--- config.mk ---
export PLATFORM = sky130hd
export DESIGN_NAME = texture_layer_slot_allocator_unit
export DESIGN_NICKNAME = d
export VERILOG_FILES = /design/src/rtl/core/tlsa_pkg.sv /design/src/rtl/core/tlsa_ram.sv /design/src/rtl/core/tlsa_queue.sv /design/src/rtl/core/tlsa_front.sv /design/src/rtl/core/tlsa_back.sv /design/src/rtl/core/texture_layer_slot_allocator_unit.sv
export SDC_FILE = /design/constraint.sdc
export NUM_CORES = 2
export LEC_CHECK = 0
export BUFFER_PORTS_ARGS = -buffer_cell sky130_fd_sc_hd__buf_2
export CORE_UTILIZATION = 48
export DETAILED_ROUTE_END_ITERATION = 8
export GPL_ROUTABILITY_DRIVEN = 1
export PLACE_DENSITY = 0.66
export SETUP_SLACK_MARGIN = 0.15
export SLEW_MARGIN = 20
export SYNTH_ARGS = -nofsm -noshare
export SYNTH_HDL_FRONTEND = slang
export SYNTH_MEMORY_MAX_BITS = 65536
export SYNTH_SLANG_ARGS = --single-unit
--- constraint.sdc ---
create_clock -name clk -period 9.13 [get_ports clk]
set_input_delay 1.3695 -clock clk [delete_from_list [all_inputs] [get_ports clk]]
set_output_delay 1.3695 -clock clk [all_outputs]
set_load 0.05 [all_outputs]
--- src/rtl/core/tlsa_pkg.sv ---
// Shared types, constants and the size hint table of the texture layer slot allocator.
package tlsa_pkg;

  // Table geometry
  localparam int MaxArrays = 64;
  localparam int IdxW      = $clog2(MaxArrays);
  localparam int UsedW     = IdxW + 1;

  // Field widths
  localparam int DimW   = 13;
  localparam int FmtW   = 16;
  localparam int CapW   = 12;
  localparam int LayerW = 11;
  localparam int CfgW   = 12;

  // Stream packing
  localparam int InDataW  = 48;
  localparam int OutDataW = 32;
  localparam int OutUserW = 2;

  // Queue between front and back
  localparam int QueueDepth = 2;
  localparam int QPtrW      = $clog2(QueueDepth);
  localparam int QCntW      = $clog2(QueueDepth + 1);

  // Capacity saturation limit
  localparam logic [CapW-1:0] CapLimit = 12'd2048;

  // Configuration register indexes and reset values
  localparam logic [0:0] CfgDefaultLayers = 1'b0;
  localparam logic [0:0] CfgMaxLayers     = 1'b1;
  localparam logic [CfgW-1:0] DefaultLayersRst = 12'd16;
  localparam logic [CfgW-1:0] MaxLayersRst     = 12'd2048;

  // Request handed from front to back
  typedef struct packed {
    logic [DimW-1:0] width;
    logic [DimW-1:0] height;
    logic [FmtW-1:0] format;
    logic [CapW-1:0] capacity;
  } req_t;

  // One array table entry
  typedef struct packed {
    logic [DimW-1:0] width;
    logic [DimW-1:0] height;
    logic [FmtW-1:0] format;
    logic [CapW-1:0] fill;
    logic [CapW-1:0] capacity;
  } entry_t;

  // Result of a hint table lookup
  typedef struct packed {
    logic            hit;
    logic [CapW-1:0] layers;
  } hint_t;

  // Look up the layer hint for a texture size
  function automatic hint_t hint_lookup(input logic [DimW-1:0] w, input logic [DimW-1:0] h);
    hint_t r;
    r.hit    = 1'b1;
    r.layers = '0;
    case ({w, h})
      {13'd8,   13'd8}:   r.layers = 12'd16;
      {13'd16,  13'd16}:  r.layers = 12'd32;
      {13'd16,  13'd32}:  r.layers = 12'd16;
      {13'd16,  13'd64}:  r.layers = 12'd32;
      {13'd32,  13'd16}:  r.layers = 12'd16;
      {13'd32,  13'd32}:  r.layers = 12'd128;
      {13'd32,  13'd64}:  r.layers = 12'd96;
      {13'd32,  13'd128}: r.layers = 12'd64;
      {13'd32,  13'd256}: r.layers = 12'd16;
      {13'd64,  13'd16}:  r.layers = 12'd16;
      {13'd64,  13'd32}:  r.layers = 12'd48;
      {13'd64,  13'd64}:  r.layers = 12'd256;
      {13'd64,  13'd128}: r.layers = 12'd256;
      {13'd64,  13'd256}: r.layers = 12'd128;
      {13'd128, 13'd32}:  r.layers = 12'd32;
      {13'd128, 13'd64}:  r.layers = 12'd256;
      {13'd128, 13'd128}: r.layers = 12'd256;
      {13'd128, 13'd256}: r.layers = 12'd256;
      {13'd256, 13'd32}:  r.layers = 12'd16;
      {13'd256, 13'd64}:  r.layers = 12'd64;
      {13'd256, 13'd128}: r.layers = 12'd256;
      {13'd256, 13'd256}: r.layers = 12'd512;
      {13'd512, 13'd512}: r.layers = 12'd16;
      default:            r.hit    = 1'b0;
    endcase
    return r;
  endfunction

endpackage

--- src/rtl/core/tlsa_ram.sv ---
// Generic single write port, single read port RAM with registered read data.
module tlsa_ram #(
  parameter int Width = 8,
  parameter int Depth = 16
) (
  input  logic                     clk,
  input  logic                     we,
  input  logic [$clog2(Depth)-1:0] waddr,
  input  logic [Width-1:0]         wdata,
  input  logic                     re,
  input  logic [$clog2(Depth)-1:0] raddr,
  output logic [Width-1:0]         rdata
);

  logic [Width-1:0] mem [Depth];

  // Write and registered read
  always_ff @(posedge clk) begin
    if (we) begin
      mem[waddr] <= wdata;
    end
    if (re) begin
      rdata <= mem[raddr];
    end
  end

endmodule

--- src/rtl/core/tlsa_queue.sv ---
// Short request queue between the front and the back of the allocator.
module tlsa_queue (
  input  logic           clk,
  input  logic           rst,
  input  logic           push,
  input  tlsa_pkg::req_t push_data,
  output logic           full,
  input  logic           pop,
  output logic           valid,
  output tlsa_pkg::req_t head
);

  tlsa_pkg::req_t                   slots [tlsa_pkg::QueueDepth];
  logic [tlsa_pkg::QPtrW-1:0]       wr_ptr;
  logic [tlsa_pkg::QPtrW-1:0]       rd_ptr;
  logic [tlsa_pkg::QCntW-1:0]       count;

  assign full  = (count == tlsa_pkg::QCntW'(tlsa_pkg::QueueDepth));
  assign valid = (count != '0);
  assign head  = slots[rd_ptr];

  // Store pushed items
  always_ff @(posedge clk) begin
    if (push) begin
      slots[wr_ptr] <= push_data;
    end
  end

  // Advance pointers and count
  always_ff @(posedge clk) begin
    if (rst) begin
      wr_ptr <= '0;
      rd_ptr <= '0;
      count  <= '0;
    end else begin
      if (push) begin
        wr_ptr <= wr_ptr + 1'b1;
      end
      if (pop) begin
        rd_ptr <= rd_ptr + 1'b1;
      end
      case ({push, pop})
        2'b10:   count <= count + 1'b1;
        2'b01:   count <= count - 1'b1;
        default: count <= count;
      endcase
    end
  end

endmodule

--- src/rtl/core/tlsa_front.sv ---
// Front of the allocator: configuration registers, input unpacking and capacity hint.
module tlsa_front (
  input  logic                             clk,
  input  logic                             rst,
  input  logic                             s_tvalid,
  output logic                             s_tready,
  input  logic [tlsa_pkg::InDataW-1:0]     s_tdata,
  input  logic                             cfg_we,
  input  logic [0:0]                       cfg_addr,
  input  logic [tlsa_pkg::CfgW-1:0]        cfg_data,
  output logic                             push,
  output tlsa_pkg::req_t                   push_data,
  input  logic                             q_full
);

  logic [tlsa_pkg::CfgW-1:0] default_layers;
  logic [tlsa_pkg::CfgW-1:0] max_layers;
  tlsa_pkg::hint_t           hint;
  logic [tlsa_pkg::CapW-1:0] cap_raw;
  logic [tlsa_pkg::DimW-1:0] w;
  logic [tlsa_pkg::DimW-1:0] h;

  // Write configuration registers
  always_ff @(posedge clk) begin
    if (rst) begin
      default_layers <= tlsa_pkg::DefaultLayersRst;
      max_layers     <= tlsa_pkg::MaxLayersRst;
    end else if (cfg_we) begin
      case (cfg_addr)
        tlsa_pkg::CfgDefaultLayers: default_layers <= cfg_data;
        tlsa_pkg::CfgMaxLayers:     max_layers     <= cfg_data;
        default:                    default_layers <= default_layers;
      endcase
    end
  end

  assign w = s_tdata[12:0];
  assign h = s_tdata[25:13];

  // Pick capacity: hint clamped to max_layers, else default, then saturate
  always_comb begin
    hint = tlsa_pkg::hint_lookup(w, h);
    if (hint.hit) begin
      cap_raw = (max_layers < hint.layers) ? max_layers : hint.layers;
    end else begin
      cap_raw = default_layers;
    end
    push_data.width    = w;
    push_data.height   = h;
    push_data.format   = s_tdata[41:26];
    push_data.capacity = (cap_raw > tlsa_pkg::CapLimit) ? tlsa_pkg::CapLimit : cap_raw;
  end

  // Accept an item whenever the queue has room
  assign s_tready = !q_full;
  assign push     = s_tvalid && s_tready;

endmodule

--- src/rtl/core/tlsa_back.sv ---
// Back of the allocator: table scan, entry update and the output register.
module tlsa_back (
  input  logic                              clk,
  input  logic                              rst,
  input  logic                              q_valid,
  input  tlsa_pkg::req_t                    q_head,
  output logic                              q_pop,
  output logic                              m_tvalid,
  input  logic                              m_tready,
  output logic [tlsa_pkg::OutDataW-1:0]     m_tdata,
  output logic [tlsa_pkg::OutUserW-1:0]     m_tuser
);

  typedef enum logic [3:0] {
    S_IDLE = 4'b0001,
    S_SCAN = 4'b0010,
    S_MISS = 4'b0100,
    S_DONE = 4'b1000
  } state_t;

  state_t                         state;
  logic [tlsa_pkg::UsedW-1:0]     entries_used;
  logic [tlsa_pkg::UsedW-1:0]     issue_idx;
  logic                           chk_valid;
  logic [tlsa_pkg::IdxW-1:0]      chk_idx;
  logic                           chk_last;

  // Result held until the output register is free
  logic [tlsa_pkg::IdxW-1:0]      res_index;
  logic [tlsa_pkg::LayerW-1:0]    res_layer;
  logic                           res_new;
  logic [tlsa_pkg::CapW-1:0]      res_cap;
  logic                           res_full;

  // Pending table write
  logic                           wr_pend;
  logic [tlsa_pkg::IdxW-1:0]      wr_addr_r;
  tlsa_pkg::entry_t               wr_data_r;

  // RAM ports
  logic                           rd_en;
  logic [tlsa_pkg::IdxW-1:0]      rd_addr;
  tlsa_pkg::entry_t               rd_data;
  logic                           wr_en;

  logic                           issue_go;
  logic                           match;
  logic                           load;

  tlsa_ram #(
    .Width ($bits(tlsa_pkg::entry_t)),
    .Depth (tlsa_pkg::MaxArrays)
  ) u_table (
    .clk   (clk),
    .we    (wr_en),
    .waddr (wr_addr_r),
    .wdata (wr_data_r),
    .re    (rd_en),
    .raddr (rd_addr),
    .rdata (rd_data)
  );

  // Issue one table read per cycle while entries remain
  assign issue_go = (state == S_SCAN) && (issue_idx < entries_used);
  assign rd_en    = issue_go;
  assign rd_addr  = issue_idx[tlsa_pkg::IdxW-1:0];

  // Compare the entry read last cycle
  assign match = chk_valid &&
                 (rd_data.width == q_head.width) &&
                 (rd_data.height == q_head.height) &&
                 (rd_data.format == q_head.format) &&
                 (rd_data.fill < rd_data.capacity);

  // Finish when the output register is free
  assign load  = (state == S_DONE) && (!m_tvalid || m_tready);
  assign wr_en = load && wr_pend;
  assign q_pop = load;

  // Sequencer
  always_ff @(posedge clk) begin
    if (rst) begin
      state        <= S_IDLE;
      entries_used <= '0;
      chk_valid    <= 1'b0;
      issue_idx    <= '0;
    end else begin
      case (state)
        S_IDLE: begin
          issue_idx <= '0;
          chk_valid <= 1'b0;
          if (q_valid) begin
            state <= (entries_used == '0) ? S_MISS : S_SCAN;
          end
        end
        S_SCAN: begin
          if (issue_go) begin
            issue_idx <= issue_idx + 1'b1;
          end
          if (match) begin
            chk_valid <= 1'b0;
            state     <= S_DONE;
          end else if (chk_valid && chk_last) begin
            chk_valid <= 1'b0;
            state     <= S_MISS;
          end else begin
            chk_valid <= issue_go;
          end
        end
        S_MISS: begin
          state <= S_DONE;
        end
        S_DONE: begin
          if (load) begin
            if (res_new) begin
              entries_used <= entries_used + 1'b1;
            end
            state <= S_IDLE;
          end
        end
        default: state <= S_IDLE;
      endcase
    end
  end

  // Track the index of the entry in flight
  always_ff @(posedge clk) begin
    if (issue_go) begin
      chk_idx  <= issue_idx[tlsa_pkg::IdxW-1:0];
      chk_last <= (issue_idx == entries_used - 1'b1);
    end
  end

  // Build result and table update
  always_ff @(posedge clk) begin
    if (state == S_SCAN && match) begin
      res_index          <= chk_idx;
      res_layer          <= rd_data.fill[tlsa_pkg::LayerW-1:0];
      res_new            <= 1'b0;
      res_cap            <= '0;
      res_full           <= 1'b0;
      wr_pend            <= 1'b1;
      wr_addr_r          <= chk_idx;
      wr_data_r.width    <= rd_data.width;
      wr_data_r.height   <= rd_data.height;
      wr_data_r.format   <= rd_data.format;
      wr_data_r.fill     <= rd_data.fill + 1'b1;
      wr_data_r.capacity <= rd_data.capacity;
    end else if (state == S_MISS) begin
      res_layer <= '0;
      if (entries_used >= tlsa_pkg::UsedW'(tlsa_pkg::MaxArrays)) begin
        res_index <= '0;
        res_new   <= 1'b0;
        res_cap   <= '0;
        res_full  <= 1'b1;
        wr_pend   <= 1'b0;
      end else begin
        res_index          <= entries_used[tlsa_pkg::IdxW-1:0];
        res_new            <= 1'b1;
        res_cap            <= q_head.capacity;
        res_full           <= 1'b0;
        wr_pend            <= 1'b1;
        wr_addr_r          <= entries_used[tlsa_pkg::IdxW-1:0];
        wr_data_r.width    <= q_head.width;
        wr_data_r.height   <= q_head.height;
        wr_data_r.format   <= q_head.format;
        wr_data_r.fill     <= tlsa_pkg::CapW'(1);
        wr_data_r.capacity <= q_head.capacity;
      end
    end
  end

  // Output register
  always_ff @(posedge clk) begin
    if (rst) begin
      m_tvalid <= 1'b0;
    end else if (load) begin
      m_tvalid <= 1'b1;
    end else if (m_tready) begin
      m_tvalid <= 1'b0;
    end
  end

  always_ff @(posedge clk) begin
    if (load) begin
      m_tdata <= {3'b000, res_cap, res_layer, res_index};
      m_tuser <= {res_full, res_new};
    end
  end

  // Table writes happen only when a result leaves
  a_write_at_done: assert property (@(posedge clk) disable iff (rst)
    wr_en |-> (state == S_DONE))
    else $error("table write outside completion");

  // An appended entry raises the entry count by one
  a_used_grows: assert property (@(posedge clk) disable iff (rst)
    (load && res_new) |=> (entries_used == $past(entries_used) + 1'b1))
    else $error("entry count did not advance on append");

  // Pop only a queue that holds an item
  a_pop_valid: assert property (@(posedge clk) disable iff (rst)
    q_pop |-> q_valid)
    else $error("pop from empty queue");

  // A full-table result never writes the table
  a_full_no_write: assert property (@(posedge clk) disable iff (rst)
    (load && res_full) |-> !wr_en)
    else $error("table written on full result");

endmodule

--- src/rtl/core/texture_layer_slot_allocator_unit.sv ---
// Top level of the texture layer slot allocator.
//
//  channel   signals                          role
//  s_*       s_tvalid s_tready s_tdata[47:0]  texture requests in
//  m_*       m_tvalid m_tready m_tdata[31:0]  placement results out, flags in m_tuser[1:0]
//  cfg_*     cfg_we cfg_addr cfg_data[11:0]   register writes
//
// An item passes through start, a scan with one table RAM read per entry in use up to the
// first match, the last compare, the append decision on a miss and the result load.
// Reset (rst, synchronous) empties the table count and loads the default registers.
// The two-item queue keeps accepting until full while a result waits; the back stalls only at
// the result load when m_tready holds the output register.
module texture_layer_slot_allocator_unit (
  input  logic                             clk,
  input  logic                             rst,
  input  logic                             s_tvalid,
  output logic                             s_tready,
  // s_tdata: tex_width[12:0], tex_height[25:13], format_code[41:26], zero fill
  input  logic [tlsa_pkg::InDataW-1:0]     s_tdata,
  output logic                             m_tvalid,
  input  logic                             m_tready,
  // m_tdata: array_index[5:0], layer_index[16:6], new_capacity[28:17], zero fill
  output logic [tlsa_pkg::OutDataW-1:0]    m_tdata,
  // m_tuser: new_array[0], table_full[1]
  output logic [tlsa_pkg::OutUserW-1:0]    m_tuser,
  input  logic                             cfg_we,
  input  logic [0:0]                       cfg_addr,
  input  logic [tlsa_pkg::CfgW-1:0]        cfg_data
);

  logic           push;
  tlsa_pkg::req_t push_data;
  logic           q_full;
  logic           q_pop;
  logic           q_valid;
  tlsa_pkg::req_t q_head;

  tlsa_front u_front (
    .clk       (clk),
    .rst       (rst),
    .s_tvalid  (s_tvalid),
    .s_tready  (s_tready),
    .s_tdata   (s_tdata),
    .cfg_we    (cfg_we),
    .cfg_addr  (cfg_addr),
    .cfg_data  (cfg_data),
    .push      (push),
    .push_data (push_data),
    .q_full    (q_full)
  );

  tlsa_queue u_queue (
    .clk       (clk),
    .rst       (rst),
    .push      (push),
    .push_data (push_data),
    .full      (q_full),
    .pop       (q_pop),
    .valid     (q_valid),
    .head      (q_head)
  );

  tlsa_back u_back (
    .clk      (clk),
    .rst      (rst),
    .q_valid  (q_valid),
    .q_head   (q_head),
    .q_pop    (q_pop),
    .m_tvalid (m_tvalid),
    .m_tready (m_tready),
    .m_tdata  (m_tdata),
    .m_tuser  (m_tuser)
  );

endmodule
==> run metrics <==
Final period util=67.70%; ys flop type=edfxtp_1; endpoint class of the critical path=register; final setup fails=0; Leakage Power=0.05860 uW; CORE AREA=362,500 um2; number of routed nets with antenna violations=0; die height=605.6 um; required time of the critical path=9.72 ns; first-pass GRT wire length=617,000 um; hold_buf cts=0; Routed WL per cell=34.59 um; clock latency on the worst-skew pair=0.99 ns; die width=605.6 um; top-count cell post-synth=edfxtp_1; asr flop ratio synth=0%; Placed Instances=11.91k; flop2flop setup slack=2.95 ns; post-DP HPWL=233,500 um; Synth-to-Final Area Change=12.70%; Syn Inst Count=7,113; GR Overflow Total=0; Remaining DRCs=0; Worst-path clk slew=0.06 ns; setup ws final=2.949 ns; Power per Cell Area=212.6 nW/um2; commonest cells in the netlist=edfxtp_1, mux4_2, clkbuf_1, nand2_1, nor2_1; DR vias/cell=6.371; Syn Area/Cell=24.58 um2; Slew HR=20.24%; multiplexer area fraction after synthesis=18.31%; Synth top area share=77.71%; I/O Buffers=92; Max FO, Critical Path=44; cells on worst reg2reg path=11; area leader, netlist=edfxtp_1; Peak Freq=161.8 MHz; synth top area cells=edfxtp_1, mux4_2, dfxtp_1, clkbuf_1, mux2_2; Fin. Hold Viols=0; combinational family with the most area after synthesis=multiplexers; # rows=221; CTS H-tree depth=5; Layout Skew=0.07105 ns; Mapped Area=174,900 um2; Pins Over Slew Limit=0; Compound-Gate Fraction of Synth Area=0.5417%; CTS tree=built; CP arrival=6.77 ns; Initial Utilization=48.24%; RSZ-0062 raised after global routing=false; hold_sp=u_back.res_cap[4]; status=finished clean; cts bufs inserted=439; Hold Crit Class=reg -> reg; actual slew at the worst max-slew pin=1.196 ns; routed wire length=440,400 um; fin cells=12.73k; Placer Congestion=0.8393; FF+latch count, synth=4,589; Gates resized, CTS repair=0; total number of vias=81.11k; Synth Area in Simple Gates=1.230%; initial antenna violation count=14; number of enable flip-flop cells after synthesis=4,525; First-pass DRT Iterations=5; gr usage total=23.97%; Post-DP Area=182,800 um2; synth warn=0; crit start category=register; Synth Area in Adders=0.2003%; fillers=26.20k; final core utilization=54.36%; share of layout cells above drive strength 1=31.76%; minimum clock period=6.181 ns; DR iter-0 viols=11.63k; vias in the first global route=81.10k; sequential fraction of the synthesis area=78.44%; IO Pins=102; DIE AREA=366,700 um2; Setup Buffers After CTS=0; hold path cells=0; TNS Setup=0 ns; CTS Buffer Depth=4; Peak VDD IR=185.2 uV; dpl ws=3.041 ns; Final Cell Area=197,100 um2; class of the most critical setup path=reg -> reg; NumNets Final=7,653; synth unique cells=70; post-synthesis xor/xnor area fraction=0.3506%; Sink Count=4,589; largest net degree at the start of global routing=133; CTS root buf=clkbuf_16; Max Cap Viol=0
-- cell type report --
type / instances / area, um2 / area share (%)
inverter: 34 / 127.6 / 0.06476
sequential: 4589 / 137200 / 69.62
tap: 4794 / 5998 / 3.044
multi-input combinational: 2129 / 36620 / 18.58
antenna: 10 / 25.02 / 0.01270
clock inverter: 281 / 2766 / 1.404
timing repair buffer: 366 / 2903 / 1.473
clock buffer: 529 / 11430 / 5.803
-- stage by stage --
| step | hold WS (ns) | power, uW |
|---|---|---|
| final | 0.4212 | 41900 |
| after global routing | 0.4403 | 42920 |
| after detailed placement | 0.4102 | 24320 |
| after global placement | 0.4183 | 24270 |
| after floorplan | 0.4000 | 24020 |
| after CTS | 0.4269 | 42100 |
-- logic make-up after synthesis --
kind of cell               count (synthesis)
AOI/OAI and AO/OA                        151
buffers and inverters                    397
muxes                                   1458
DFF                                     4589
other                                      1
xor gates and xnor gates                  70
adders and majority gates                 28
and+or+nand+nor                          419
-- power breakdown --
part	total [uW]	internal [uW]	switching [uW]	leakage, uW
registers	23300	23200	57.5	0.0411
logic	613	129	484	0.0105
clock network	18000	10200	7820	0.00693
total	41900	33500	8360	0.0586
-- path summary, 6_finish.rpt --
check                    endpoint
max          u_back.wr_data_r[60]
min            u_back.m_tdata[21]
max reg2reg  u_back.wr_data_r[60]
min reg2reg    u_back.m_tdata[21]
-- metal layers --
| metal | wire length, um | part of all wire [%] | global-route usage [%] | up-vias |
|---|---|---|---|---|
| met3 | 40840 | 9.3 | 4.276 | 742 |
| met4 | 14960 | 3.4 | 7.409 | 2 |
| met2 | 214600 | 49 | 38.72 | 4400 |
| li1 | - | - | - | 31674 |
| met1 | 169900 | 39 | 33.61 | 44294 |
| met5 | 13 | 0.0030 | 0 | - |
-- worst max-delay path: stages (launching register included) --
cell and delay, ns:
dfxtp_4 0.75, buf_4 0.43, mux2_2 0.40, xor2_1 0.19
nor4_1 0.79, nand4_1 0.47, a2111oi_4 0.54, buf_4 0.37
nand2_2 0.29, o21ai_4 0.12, buf_4 0.50, buf_4 0.72
-- flip-flops by register name (all words and copies together), names as in the netlist, 6 cells and up, named ones only --
register                count
u_back.wr_addr_r            6
u_front.default_layers     12
u_back.res_cap             12
u_back.u_table.mem       4224
u_back.chk_idx              6
u_queue.slots             108
u_back.m_tdata             29
u_front.max_layers         12
u_back.u_table.rdata       66
u_back.issue_idx            7
u_back.res_layer           11
u_back.wr_data_r           66
u_back.res_index            6
u_back.entries_used         7
-- layout by cell type (no fill, tap or decap), drive strengths merged, types with 10 or more instances in the layout --
cell	count
ha	28
mux4	1386
and2	34
xor2	49
nand4	19
nor2	103
edfxtp	4525
nand3b	12
a21oi	67
nand2	111
mux2	51
o21ai	30
bufinv	45
diode	10
clkinv	205
clkbuf	529
inv	51
nor4	38
buf	366
o2bb2ai	14
nor3	11
clkinvlp	14
nand3	26
or3	10
dfxtp	64
xnor2	21
mux2i	21
Note: power is estimated with default switching activity, not from simulation.
